### src/design/lpi_pkg.sv
package lpi_pkg;

  localparam int unsigned CHAN_W  = 8;
  localparam int unsigned INDEX_W = 8;
  localparam int unsigned COUNT_W = 9;
  localparam int unsigned SHIFT_W = 3;
  localparam int unsigned CFG_W   = 2;

  localparam logic [SHIFT_W-1:0] SHIFT_RESET = 3'd2;

  typedef enum logic [CFG_W-1:0] {
    CFG_RED_SHIFT   = 2'd0,
    CFG_GREEN_SHIFT = 2'd1,
    CFG_BLUE_SHIFT  = 2'd2
  } cfg_idx_t;

  typedef struct packed {
    logic [CHAN_W-1:0] r;
    logic [CHAN_W-1:0] g;
    logic [CHAN_W-1:0] b;
  } rgb_t;

  typedef struct packed {
    logic               v;
    logic               first;
    logic               found;
    logic               app;
    logic [INDEX_W-1:0] idx;
    rgb_t               px;
  } stage_t;

endpackage

### src/design/lpi_cell.sv
module lpi_cell #(
  parameter int unsigned INDEX = 0
) (
  input  logic            clk,
  input  logic            rst,
  input  logic            advance,
  input  lpi_pkg::rgb_t   mask,
  input  lpi_pkg::stage_t prev_stage,
  output lpi_pkg::stage_t next_stage
);

  logic            occupied;
  logic            occupied_next;
  lpi_pkg::rgb_t   color;
  lpi_pkg::stage_t stage;
  lpi_pkg::stage_t stage_next;
  logic            occ_eff;
  logic            live;
  logic            close;
  logic            hit;
  logic            take;

  always_comb begin
    occ_eff = occupied & ~prev_stage.first;
    live    = prev_stage.v & ~prev_stage.found;
    close   = (((color.r ^ prev_stage.px.r) & mask.r) == '0) &&
              (((color.g ^ prev_stage.px.g) & mask.g) == '0) &&
              (((color.b ^ prev_stage.px.b) & mask.b) == '0);
    hit     = live & occ_eff & close;
    take    = live & ~occ_eff;
  end

  always_comb begin
    occupied_next = prev_stage.v ? (occ_eff | take) : occupied;
    stage_next    = prev_stage;
    if (hit || take) begin
      stage_next.found = 1'b1;
      stage_next.idx   = lpi_pkg::INDEX_W'(INDEX);
    end
    stage_next.app = prev_stage.app | take;
  end

  always_ff @(posedge clk) begin
    if (rst) begin
      occupied <= 1'b0;
      stage.v  <= 1'b0;
    end else if (advance) begin
      occupied <= occupied_next;
      stage    <= stage_next;
      if (take) begin
        color <= prev_stage.px;
      end
    end
  end

  assign next_stage = stage;

endmodule

### config.mk
export PLATFORM = sky130hd
export DESIGN_NAME = lpi_cell
export DESIGN_NICKNAME = d
export VERILOG_FILES = /design/src/design/lpi_pkg.sv /design/src/design/lpi_cell.sv
export SDC_FILE = /design/constraint.sdc
export NUM_CORES = 1
export LEC_CHECK = 0
export ABC_AREA = 1
export BUFFER_PORTS_ARGS = -buffer_cell sky130_fd_sc_hd__buf_2
export CAP_MARGIN = 25
export CELL_PAD_IN_SITES_DETAIL_PLACEMENT = 1
export CELL_PAD_IN_SITES_GLOBAL_PLACEMENT = 1
export CORE_ASPECT_RATIO = 0.6
export CORE_MARGIN = 3
export CORE_UTILIZATION = 39
export DETAILED_ROUTE_END_ITERATION = 16
export PLACE_DENSITY = 0.94
export SLEW_MARGIN = 10
export SYNTH_ARGS = -nofsm -noshare
export SYNTH_HDL_FRONTEND = slang
export SYNTH_SLANG_ARGS = --single-unit
### constraint.sdc
create_clock -name clk -period 6.7 [get_ports clk]
set_clock_uncertainty 0.15 [all_clocks]
set_input_delay 0 -clock clk [delete_from_list [all_inputs] [get_ports clk]]
set_output_delay 0 -clock clk [all_outputs]
set_load 0.02 [all_outputs]
==> out/qor.csv <==
metric,value,unit
status,completed,
Syn. warnings,0,
root buf cell,clkbuf_8,
Crit path depth,7,
Final Setup Violations,0,
Final period util,0.284,
"commonest non-fill, non-tap cell in the layout",buf_2,
Placer Congestion,0.756,
"commonest non-fill, non-tap cells in the layout","98 x buf_2, 62 x nand2_1, 59 x edfxtp_1, 51 x inv_1, 39 x dlygate4sd3_1",
Avg Inst Size Synth,11.1,um^2
largest net degree at the start of global routing,37,
fin crit period,1.90,ns
max incr delay on CP,0.55,ns
initial core utilization,0.409,
PortBufs,98,
CP Launch Point,prev_stage[33],
crit-path cells,"dlygate4sd3_1, buf_2, nor2_4, dlygate4sd3_1, nand2_1, o21ai_0, dlygate4sd3_1",
Core Rows,22,
die area,7560,um^2
TritonCTS clock tree,built,
Final Hold Vio Count,0,
HP Start,advance,
grt total ovfl,0,
final wirelength,7210,um
RSZ-0062 raised after global routing,false,
Reg2Reg Depth,10,
Slew Limit Fails,0,
hold path depth,3,
area of the mapped netlist,2540,um^2
Multi-input gate area,551,um^2
"Reg clk slew, reported paths",0.07,ns
cell area power density,230,nW/um^2
initial antenna violation count,0,
CP most frequent cell,dlygate4sd3_1,
first-pass GRT wire length,10800,um
fin util,0.605,
"Seq/Total Area, Yosys",0.712,
Pleak,1.77,nW
H-tree Lvls,3,
critical path peak fanout,3,
worst r2r src,color[12]$_DFFE_PP_,
worst path bufs/invs,4,
P&R area growth vs syn,47.8,%
Filler Cell Count,714,
DR vias/cell,4.55,
Routed WL per cell,15.4,um
worst endpoint required time,6.83,ns
#FFs+latches synth,61,
"CP delay by family, top",buffers and inverters,
Max Cap Violations,0,
vias,2129,
critical path endpoint category,flip-flop,
CTS buffer count,9,
Iteration-0 DRC Markers,41,
Core Area,6220,um^2
Die Span X,110,um
DIE HEIGHT,68.6,um
HP Class,in2reg,
nets in the synthesized netlist,292,
Rel. slew slack,0.770,
Pre-antenna DRT Iters,4,
ANT cells,0,
Fmax,526,MHz
Setup TNS Final,0,ns
sequential cell area,1810,um^2
critical path type,in2reg,
CP Data Arrival Time,2.03,ns
VDD IR max,0.134,mV
WHS,0.0296,ns
Crit-path slowest cell,dlygate4sd3_1,
layout net count,442,
Tot GR Track Use,0.196,
post-route ant nets,0,
count of cell types in the netlist,20,
share of layout cells above drive strength 1,0.346,
hpwl dp,4670,um
Worst setup SP type,primary input,
vias in the first global route,2284,
clock buffer depth,2,
# DRC,0,
Worst-Margin Slew,0.345,ns
synthesized netlist cell count,229,
clock latency on the worst-skew pair,0.33,ns
Clock Sinks,61,
IO Count,99,
cell families (layout without fill, tap and decap cells):
group,Yosys count,in the layout,synth area share
buffers and inverters,52,207,0.0767
AND/OR/NAND/NOR,111,111,0.202
flip-flops,61,61,0.712
AO/OA/AOI/OAI,5,5,0.00983
path summary, 6_finish.rpt:
path,endpoint,slack [ns]
min,next_stage[12]$_DFFE_PP_,0.03
min reg2reg,next_stage[32]$_DFFE_PP_,0.63
max reg2reg,next_stage[28]$_SDFFCE_PP0P_,5.04
max,occupied$_SDFFE_PP0P_,4.80
repair_timing:
item,CTS,global route
gates resized for setup,0,0
endpoints found under the hold margin,61,0
buffers inserted,0,0
hold buffers,39,0
routing by layer:
layer	track usage	wire (um)	share of wire	vias to the layer above
li1	-	-	-	1033
met4	0.0614	80	0.011	0
met5	0	0	0	-
met1	0.215	2950	0.41	1009
met2	0.356	3620	0.50	76
met3	0.0781	560	0.078	11
Yosys cell counts:
library cell,instances,share of area
nand3b_1,1,0.0030
dfxtp_1,2,0.016
nand2_2,1,0.0025
nor3_1,1,0.0020
a21oi_1,1,0.0020
o21ai_1,1,0.0020
nor2_4,1,0.0044
nand4_2,1,0.0049
nand3_1,21,0.041
edfxtp_1,59,0.70
nand2_4,1,0.0044
nor2_2,10,0.025
o21ai_0,3,0.0059
nor2_1,8,0.012
inv_1,51,0.075
nand3_2,1,0.0039
or2_0,1,0.0025
inv_2,1,0.0015
or2_1,2,0.0049
nand2_1,62,0.091
worst min-delay path: cells and delay by family:
family        cells  cell delay [ns]
buf+inv           2             0.24
simple gates      1             0.09
registers in the layout, indices dropped and copies added, names as in the netlist:
name        cells
next_stage     36
occupied        1
color          24
metrics by stage:
| step | setup slack (ns) | power, mW | cells | cell area, um^2 |
|---|---|---|---|---|
| after global placement | 5.14 | 0.535 | 412 | 3160 |
| final | 4.80 | 0.864 | 468 | 3760 |
| after detailed placement | 5.05 | 0.540 | 412 | 3160 |
| after CTS | 4.56 | 0.871 | 467 | 3740 |
| after global routing | 4.73 | 0.901 | 468 | 3760 |
| after floorplan | 3.97 | 0.495 | 229 | 2540 |
where the power goes:
group / switching (mW) / total [mW] / internal [mW]
Sequential: 0.00486 / 0.442 / 0.437
Combinational: 0.0614 / 0.110 / 0.0486
Clock: 0.142 / 0.312 / 0.169
layout make-up:
cell class	instances	share of cell area
sequential	61	0.482
timing repair buffer	139	0.242
multi-input combinational	116	0.146
inverter	52	0.0519
clock buffer	9	0.0329
tap	84	0.0279
clock inverter	7	0.0176
Note: power is estimated with default switching activity, not from simulation.
