### config.mk
export PLATFORM = sky130hd
export DESIGN_NAME = lpi_result
export DESIGN_NICKNAME = d
export VERILOG_FILES = /design/src/design/lpi_pkg.sv /design/src/design/lpi_result.sv
export SDC_FILE = /design/constraint.sdc
export NUM_CORES = 1
export LEC_CHECK = 0
export BUFFER_PORTS_ARGS = -buffer_cell sky130_fd_sc_hd__buf_2
export CAP_MARGIN = 30
export CORE_MARGIN = 2
export CORE_UTILIZATION = 45
export CTS_BUF_LIST = sky130_fd_sc_hd__clkbuf_4 sky130_fd_sc_hd__clkbuf_8
export DETAILED_ROUTE_END_ITERATION = 8
export GPL_TIMING_DRIVEN = 0
export PLACE_DENSITY = 0.8
export SYNTH_ARGS = -nofsm -noshare
export SYNTH_HDL_FRONTEND = slang
export SYNTH_SLANG_ARGS = --single-unit
### constraint.sdc
create_clock -name clk -period 3.9 [get_ports clk]
set_clock_uncertainty 0.05 [all_clocks]
set_input_delay 0.195 -clock clk [delete_from_list [all_inputs] [get_ports clk]]
set_output_delay 0.195 -clock clk [all_outputs]
set_load 0.02 [all_outputs]
### src/design/lpi_pkg.sv
package lpi_pkg;

  localparam int unsigned CHAN_W  = 8;
  localparam int unsigned INDEX_W = 8;
  localparam int unsigned COUNT_W = 9;
  localparam int unsigned SHIFT_W = 3;
  localparam int unsigned CFG_W   = 2;

  localparam logic [SHIFT_W-1:0] SHIFT_RESET = 3'd2;

  typedef enum logic [CFG_W-1:0] {
    CFG_RED_SHIFT   = 2'd0,
    CFG_GREEN_SHIFT = 2'd1,
    CFG_BLUE_SHIFT  = 2'd2
  } cfg_idx_t;

  typedef struct packed {
    logic [CHAN_W-1:0] r;
    logic [CHAN_W-1:0] g;
    logic [CHAN_W-1:0] b;
  } rgb_t;

  typedef struct packed {
    logic               v;
    logic               first;
    logic               found;
    logic               app;
    logic [INDEX_W-1:0] idx;
    rgb_t               px;
  } stage_t;

endpackage

### src/design/lpi_result.sv
module lpi_result #(
  parameter int unsigned PALETTE_DEPTH = 256
) (
  input  logic                          clk,
  input  logic                          rst,
  input  logic                          advance,
  input  lpi_pkg::stage_t               last_stage,
  output logic                          out_valid,
  output logic [lpi_pkg::INDEX_W-1:0]   palette_index,
  output logic                          new_entry,
  output logic                          overflow,
  output logic [lpi_pkg::COUNT_W-1:0]   entries_used
);

  logic                        ovf_seen;
  logic                        ovf_seen_next;
  logic [lpi_pkg::COUNT_W-1:0] count;
  logic [lpi_pkg::COUNT_W-1:0] count_next;
  logic [lpi_pkg::INDEX_W-1:0] index_next;
  logic                        new_entry_next;
  logic                        ovf_eff;
  logic [lpi_pkg::COUNT_W-1:0] count_eff;

  always_comb begin
    ovf_eff        = ovf_seen & ~last_stage.first;
    count_eff      = last_stage.first ? '0 : count;
    index_next     = '0;
    new_entry_next = 1'b0;
    ovf_seen_next  = 1'b1;
    count_next     = count_eff;
    if (!ovf_eff && last_stage.found) begin
      index_next     = last_stage.idx;
      new_entry_next = last_stage.app;
      ovf_seen_next  = 1'b0;
      count_next     = count_eff + lpi_pkg::COUNT_W'(last_stage.app);
    end
  end

  always_ff @(posedge clk) begin
    if (rst) begin
      out_valid <= 1'b0;
      ovf_seen  <= 1'b0;
      count     <= '0;
    end else if (advance) begin
      out_valid <= last_stage.v;
      if (last_stage.v) begin
        ovf_seen <= ovf_seen_next;
        count    <= count_next;
      end
    end
  end

  always_ff @(posedge clk) begin
    if (advance && last_stage.v) begin
      palette_index <= index_next;
      new_entry     <= new_entry_next;
      overflow      <= ovf_seen_next;
      entries_used  <= count_next;
    end
  end

  a_new_not_ovf: assert property (@(posedge clk) disable iff (rst)
    out_valid |-> !(new_entry && overflow))
    else $error("new entry reported together with overflow");

  a_ovf_index_zero: assert property (@(posedge clk) disable iff (rst)
    (out_valid && overflow) |-> (palette_index == '0))
    else $error("nonzero index under overflow");

  a_count_bound: assert property (@(posedge clk) disable iff (rst)
    count <= lpi_pkg::COUNT_W'(PALETTE_DEPTH))
    else $error("entry count beyond palette depth");

  a_new_is_last: assert property (@(posedge clk) disable iff (rst)
    (out_valid && new_entry) |->
      (entries_used == lpi_pkg::COUNT_W'(palette_index) + 1'b1))
    else $error("appended entry is not the newest");

endmodule

==> flow_summary_export.csv, run 1 <==
group,metric,value,unit
clock_tree,htree_levels,2,
global_route,grt-ovfl-total,0,
global_route,grt_max_degree,24,
sta,setup_violations,0,
synth,yosysUniqueCellTypes,31,
sta,tightest_slew,801,ps
sta,rsz0062_at_grt,"no",
worst_setup_path,r2r-start,"count[0]$_SDFFE_PP0P_",
floorplanning,die_w,59.4,microns
floorplanning,die_area,3530,sq um
clock_tree,post_cts_resize_count,0,
synth,syn_area,1380,sq um
sta,fin_crit,2020,ps
power_and_ir_drop,peakVddDrop,0.000191,V
placed_design,hpwl,1940,microns
hold_path,min_to,"palette_index[3]$_SDFFCE_PP0P_",
global_route,grtUsageTotal,0.163,
worst_setup_path,worstSetupEndpointType,"register",
floorplanning,die_y,59.4,microns
synth,synth_top_area_share,0.413,
power_and_ir_drop,p_leak,0.649,nW
clock_tree,root_buffer,"clkbuf_4",
drt,first_pass_iters,4,
synth,ys_top_cells_by_area,"edfxtp_1, dfxtp_1, and2_1, a21oi_1, o21ai_0",
worst_setup_path,regToRegSetupSlack,1880,ps
layout,finish.utilization,0.555,
sta,slew_violations,0,
worst_setup_path,crit_path_max_fanout,5,
worst_setup_path,rr_worst_depth,7,
layout,nNetsFinal,207,
hold_path,hp-start,"last_stage[27]",
placed_design,gp_congestion,0.802,
synth,syn_area_per_cell,11.1,sq um
synth,synth_nets,165,
clock_tree,cts_setup_buffers,0,
hold_path,holdPathStages,2,
floorplanning,start_util,0.464,
synth,syn-instance-count,124,
worst_setup_path,start_kind,"register",
global_route,antenna_found_initial,0,
clock_tree,cts.sinks,30,
global_route,grt_pass1_wl,4200,microns
clock_tree,clk_latency,330,ps
sta,hold_viol_final,0,
synth,synth-seq-cells,30,
power_and_ir_drop,power_density,346,nW/um^2
drt,drc_errors,0,
drt,drtAntennaViolNets,0,
layout,antenna_cells,0,
drt,num_vias,1054,
clock_tree,numCtsBuffers,5,
floorplanning,core-area,2980,sq um
worst_setup_path,cp.arrival,2220,ps
sta,finalCritPeriodShare,0.518,
worst_setup_path,crit-reg2reg-capture,"count[8]$_SDFFE_PP0P_",
synth,synth_warnings,0,
sta,max_slew_margin,0.465,
worst_setup_path,critPathKind,"register to register",
global_route,grt_pass1_vias,986,
drt,drt-total-wl,2690,microns
synth,yosysSeqAreaShare,0.572,
sta,fin_tns_setup,0,ps
hold_path,hp-class,"primary input to register",
power_and_ir_drop,p_total,572,uW
placed_design,portBuffers,34,
outcome,outcome,"finished clean",
clock_tree,clk_pin_slew,90,ps
drt,vias_per_cell,5.27,
drt,wl_per_cell,13.4,microns
floorplanning,placementRows,20,
drt,drt_iter0_markers,33,
layout,area.growth.synth_to_final,19.5,%
flow_run,cap_violations,0,
clock_tree,cts_hold_buf,1,
clock_tree,clock_path_buffers,2,
floorplanning,io_pins,59,
worst_setup_path,cp_data_required_time,4100,ps
synth,synth_area_leader_cell,"edfxtp_1",
clock_tree,cts_tree,"built",
layout,drive_gt1_frac,0.287,
sta,max_freq,0.495,GHz
power by group:
| group | switching [mW] | internal (mW) |
|---|---|---|
| Combinational | 0.0368 | 0.0205 |
| Clock | 0.0994 | 0.0640 |
| Sequential | 0.00314 | 0.348 |
| Total | 0.139 | 0.433 |
cell type report:
| type | count | area, sq um |
|---|---|---|
| clock buffers | 5 | 37.5 |
| well taps | 33 | 41.3 |
| plain buffers | 7 | 31.3 |
| flip-flops and latches | 30 | 791 |
| repair buffers | 35 | 180 |
| multi-input cells | 84 | 549 |
| clock inverters | 3 | 11.3 |
| inverters | 3 | 11.3 |
| fillers | 249 | 1330 |
registers in the layout (all words and copies together), names as in the netlist:
signal and cells:
count 9, palette_index 8, new_entry 1, entries_used 9, ovf_seen 1, overflow 1, out_valid 1
logic make-up after synthesis:
logic type | share of synthesized area
simple gates | 0.210
mux | 0.0235
flops | 0.572
fa+ha+maj | 0.0181
xor+xnor | 0.0443
buf+inv | 0.0308
compound gates | 0.101
routing by layer:
layer  up-vias  GRT usage  share of wire
met5         -          0              0
met4         0     0.0747          0.013
met3         4     0.0655          0.081
met2        49      0.265           0.46
met1       472      0.187           0.45
li1        529          -              -
cell usage in the layout (no fill, tap or decap):
cell type       n
buf_4           1
o21ai_0         8
clkbuf_4        5
buf_1           1
nand4_4         1
dfxtp_1        11
o21a_1          1
nand4_1         1
or3_1           1
clkbuf_1        4
a21oi_1        12
or4_1           4
nand3_1         3
nor2b_1         5
nor2_1          6
xnor2_1         3
and3b_1         1
nand3_2         2
a211oi_1        1
inv_1           3
xor2_1          4
and3b_2         1
dlygate4sd3_1   1
nand2b_1        1
nand2_1         8
mux2_2          2
a31oi_1         4
edfxtp_1       19
buf_2          35
clkinv_1        3
and4b_4         1
mux2i_1         1
ha_1            2
and2_1         11
critical path: stages, from the launching register on:
cell and delay (ps):
dfxtp_1 330, nor2b_1 160, ha_1 180, ha_1 250
and4b_4 320, nand4_4 120, or3_1 360, a31oi_1 170
per-stage QoR:
step                setup slack [ps]  instances  cell area [sq um]  hold WS [ps]
global route                    1780        200               1650          83.7
global placement                1790        191               1590           326
detailed placement              1700        191               1590           328
finish                          1880        200               1650          91.2
floorplan                       2060        124               1380           218
CTS                             1870        200               1650          85.9
synthesized netlist by cell type (all sizes together):
master / count
edfxtp: 19
a21oi: 12
and2: 11
dfxtp: 11
nand2: 8
o21ai: 8
nor2: 6
nand3: 5
nor2b: 5
a31oi: 4
clkbuf: 4
or4: 4
xor2: 4
buf: 3
inv: 3
xnor2: 3
and3b: 2
ha: 2
mux2: 2
nand4: 2
a211oi: 1
and4b: 1
mux2i: 1
nand2b: 1
o21a: 1
or3: 1
worst max-delay path by stage:
| stage | start | to | slack (ps) | depth (start not counted) |
|---|---|---|---|---|
| detailed placement | last_stage[34] | count[8]$_SDFFE_PP0P_ | 1700 | 9 |
| floorplan | last_stage[34] | count[8]$_SDFFE_PP0P_ | 2060 | 8 |
| global placement | last_stage[34] | count[6]$_SDFFE_PP0P_ | 1790 | 9 |
| finish | count[0]$_SDFFE_PP0P_ | count[8]$_SDFFE_PP0P_ | 1880 | 7 |
| global route | count[0]$_SDFFE_PP0P_ | count[4]$_SDFFE_PP0P_ | 1780 | 7 |
| CTS | count[0]$_SDFFE_PP0P_ | count[8]$_SDFFE_PP0P_ | 1870 | 7 |
Power figures use the tool's default switching activity.
==> inputs of run 2 (changes only) <==
Clock period 3.9 ns to 1.9 ns, I/O delays scaled along.
==> flow_summary_export.csv, run 2 (synthesized netlist as in run 1, its figures left out) <==
group,metric,value,unit
sta,tightest_slew,806,ps
layout,mostFrequentLayoutCells,"buf_2, edfxtp_1, and2_1",
sta,max_slew_margin,0.462,
worst_setup_path,crit_slowest_cell,"or4_4",
floorplanning,die_y,59.4,microns
sta,fin_crit,1860,ps
floorplanning,die_w,59.4,microns
worst_setup_path,cp.arrival,2070,ps
global_route,grt_pass1_wl,4420,microns
worst_setup_path,crit-reg2reg-capture,"count[6]$_SDFFE_PP0P_",
layout,final_common_cell,"buf_2",
placed_design,gp_congestion,0.802,
worst_setup_path,cp_cell_sequence,"nor2b_4 > ha_4 > ha_4 > and4b_4 > nand3_2 > or4_4 > a21oi_2",
worst_setup_path,r2r-start,"count[0]$_SDFFE_PP0P_",
drt,drt-total-wl,2860,microns
global_route,antenna_found_initial,0,
drt,met3WireLength,202,microns
sta,max_freq,0.538,GHz
power_and_ir_drop,peakVddDrop,0.000397,V
clock_tree,clk_pin_slew,90,ps
sta,slew_violations,0,
clock_tree,numCtsBuffers,5,
global_route,grt_max_degree,24,
clock_tree,cts.sinks,30,
floorplanning,core-area,2980,sq um
floorplanning,die_area,3530,sq um
worst_setup_path,crit_path_max_fanout,5,
sta,rsz0062_at_grt,"yes",
layout,nNetsFinal,217,
worst_setup_path,cp_data_required_time,2110,ps
placed_design,dp.cells,191,
sta,finalCritPeriodShare,0.977,
power_and_ir_drop,p_leak,0.695,nW
drt,drc_errors,0,
hold_path,min_to,"palette_index[4]$_SDFFCE_PP0P_",
layout,fin_cells,210,
drt,drt_iter0_markers,26,
clock_tree,clk_latency,320,ps
worst_setup_path,cpPeakStageDelay,430,ps
layout,final_area,1800,sq um
floorplanning,io_pins,59,
outcome,outcome,"finished clean",
worst_setup_path,critPathKind,"register to register",
drt,vias_per_cell,5.25,
hold_path,hp-class,"primary input to register",
drt,num_vias,1102,
worst_setup_path,regToRegSetupSlack,40,ps
layout,nFillCells,244,
drt,wl_met2,1370,microns
layout,reg_top3,"count: 9 flops, entries_used: 9 flops, palette_index: 8 flops",
floorplanning,placementRows,20,
drt,first_pass_iters,4,
sta,holdWs,12.0,ps
hold_path,holdPathStages,2,
worst_setup_path,rr_worst_depth,7,
worst_setup_path,start_kind,"register",
layout,antenna_cells,0,
drt,drtAntennaViolNets,0,
global_route,grt_pass1_vias,1066,
placed_design,portBuffers,34,
sta,setup_violations,0,
worst_setup_path,crit_path_frequent_cell,"ha_4",
layout,drive_gt1_frac,0.339,
layout,multi_input_area,602,sq um
flow_run,cap_violations,0,
sta,hold_viol_final,0,
clock_tree,cts_tree,"built",
layout,ff_latch_area,792,sq um
clock_tree,clock_path_buffers,2,
hold_path,hp-start,"last_stage[28]",
power_and_ir_drop,power_density,661,nW/um^2
global_route,grtUsageTotal,0.172,
worst_setup_path,worstSetupEndpointType,"register",
placed_design,dpl-instance-area,1590,sq um
clock_tree,htree_levels,2,
drt,wl_met1,1250,microns
drt,top_layer_used,"met4",
placed_design,hpwl,1940,microns
clock_tree,root_buffer,"clkbuf_4",
drt,wl_per_cell,13.6,microns
worst_setup_path,worstSetupStartpoint,"count[0]$_SDFFE_PP0P_",
global_route,grt-ovfl-total,0,
layout,area.growth.synth_to_final,30.3,%
floorplanning,start_util,0.464,
==> run 2: per-layer routing <==
layer,GRT usage,vias up
met3,0.0655,7
li1,-,546
met2,0.292,46
met5,0,-
met1,0.189,503
met4,0.0747,0
==> run 2: cell type report <==
type | count | area share
clock buffers | 5 | 0.0208
plain buffers | 7 | 0.0174
flip-flops and latches | 30 | 0.440
well taps | 33 | 0.0229
multi-input cells | 84 | 0.334
inverters | 3 | 0.00625
repair buffers | 45 | 0.153
clock inverters | 3 | 0.00625
==> run 2: power by group <==
group | internal, mW | leakage (nW) | switching [mW] | total [mW]
Combinational | 0.0544 | 0.402 | 0.0806 | 0.135
Sequential | 0.715 | 0.266 | 0.00659 | 0.721
Clock | 0.131 | 0.0277 | 0.203 | 0.335
Total | 0.901 | 0.695 | 0.290 | 1.19
==> run 2: per-stage QoR <==
step                utilization  power [mW]  TNS (ps)  setup slack, ps
floorplan                     -       0.806         0             96.5
global placement          0.535       0.849      -316             -110
detailed placement        0.535       0.853      -611             -197
CTS                       0.593        1.20         0             27.2
global route              0.605        1.24     -55.9            -37.0
finish                    0.605        1.19         0             42.9
==> run 2: critical path: cells and delay by family, from the launching register on <==
kind | cells | cell delay (ps)
adder cells (fa/ha/maj) | 2 | 290
AND/OR/NAND/NOR | 4 | 1000
AO/OA/AOI/OAI | 1 | 120
flip-flops | 1 | 340
==> run 2: repair_timing <==
item                                   in CTS  in global routing
buffers inserted                            0                  2
cloned                                      0                  0
hold buffers                                9                  0
pin swaps                                   3                  1
endpoints found under the hold margin       9                  0
resized for setup                           6                  7
setup endpoints to repair                   3                  3
==> run 2: worst max path at each step <==
stage          depth (start not counted)                    end
6_report                               7  count[6]$_SDFFE_PP0P_
5_1_grt                                7  count[6]$_SDFFE_PP0P_
2_1_floorplan                          7  count[8]$_SDFFE_PP0P_
3_3_place_gp                           9  count[6]$_SDFFE_PP0P_
3_5_place_dp                           9  count[8]$_SDFFE_PP0P_
4_1_cts                                7  count[6]$_SDFFE_PP0P_
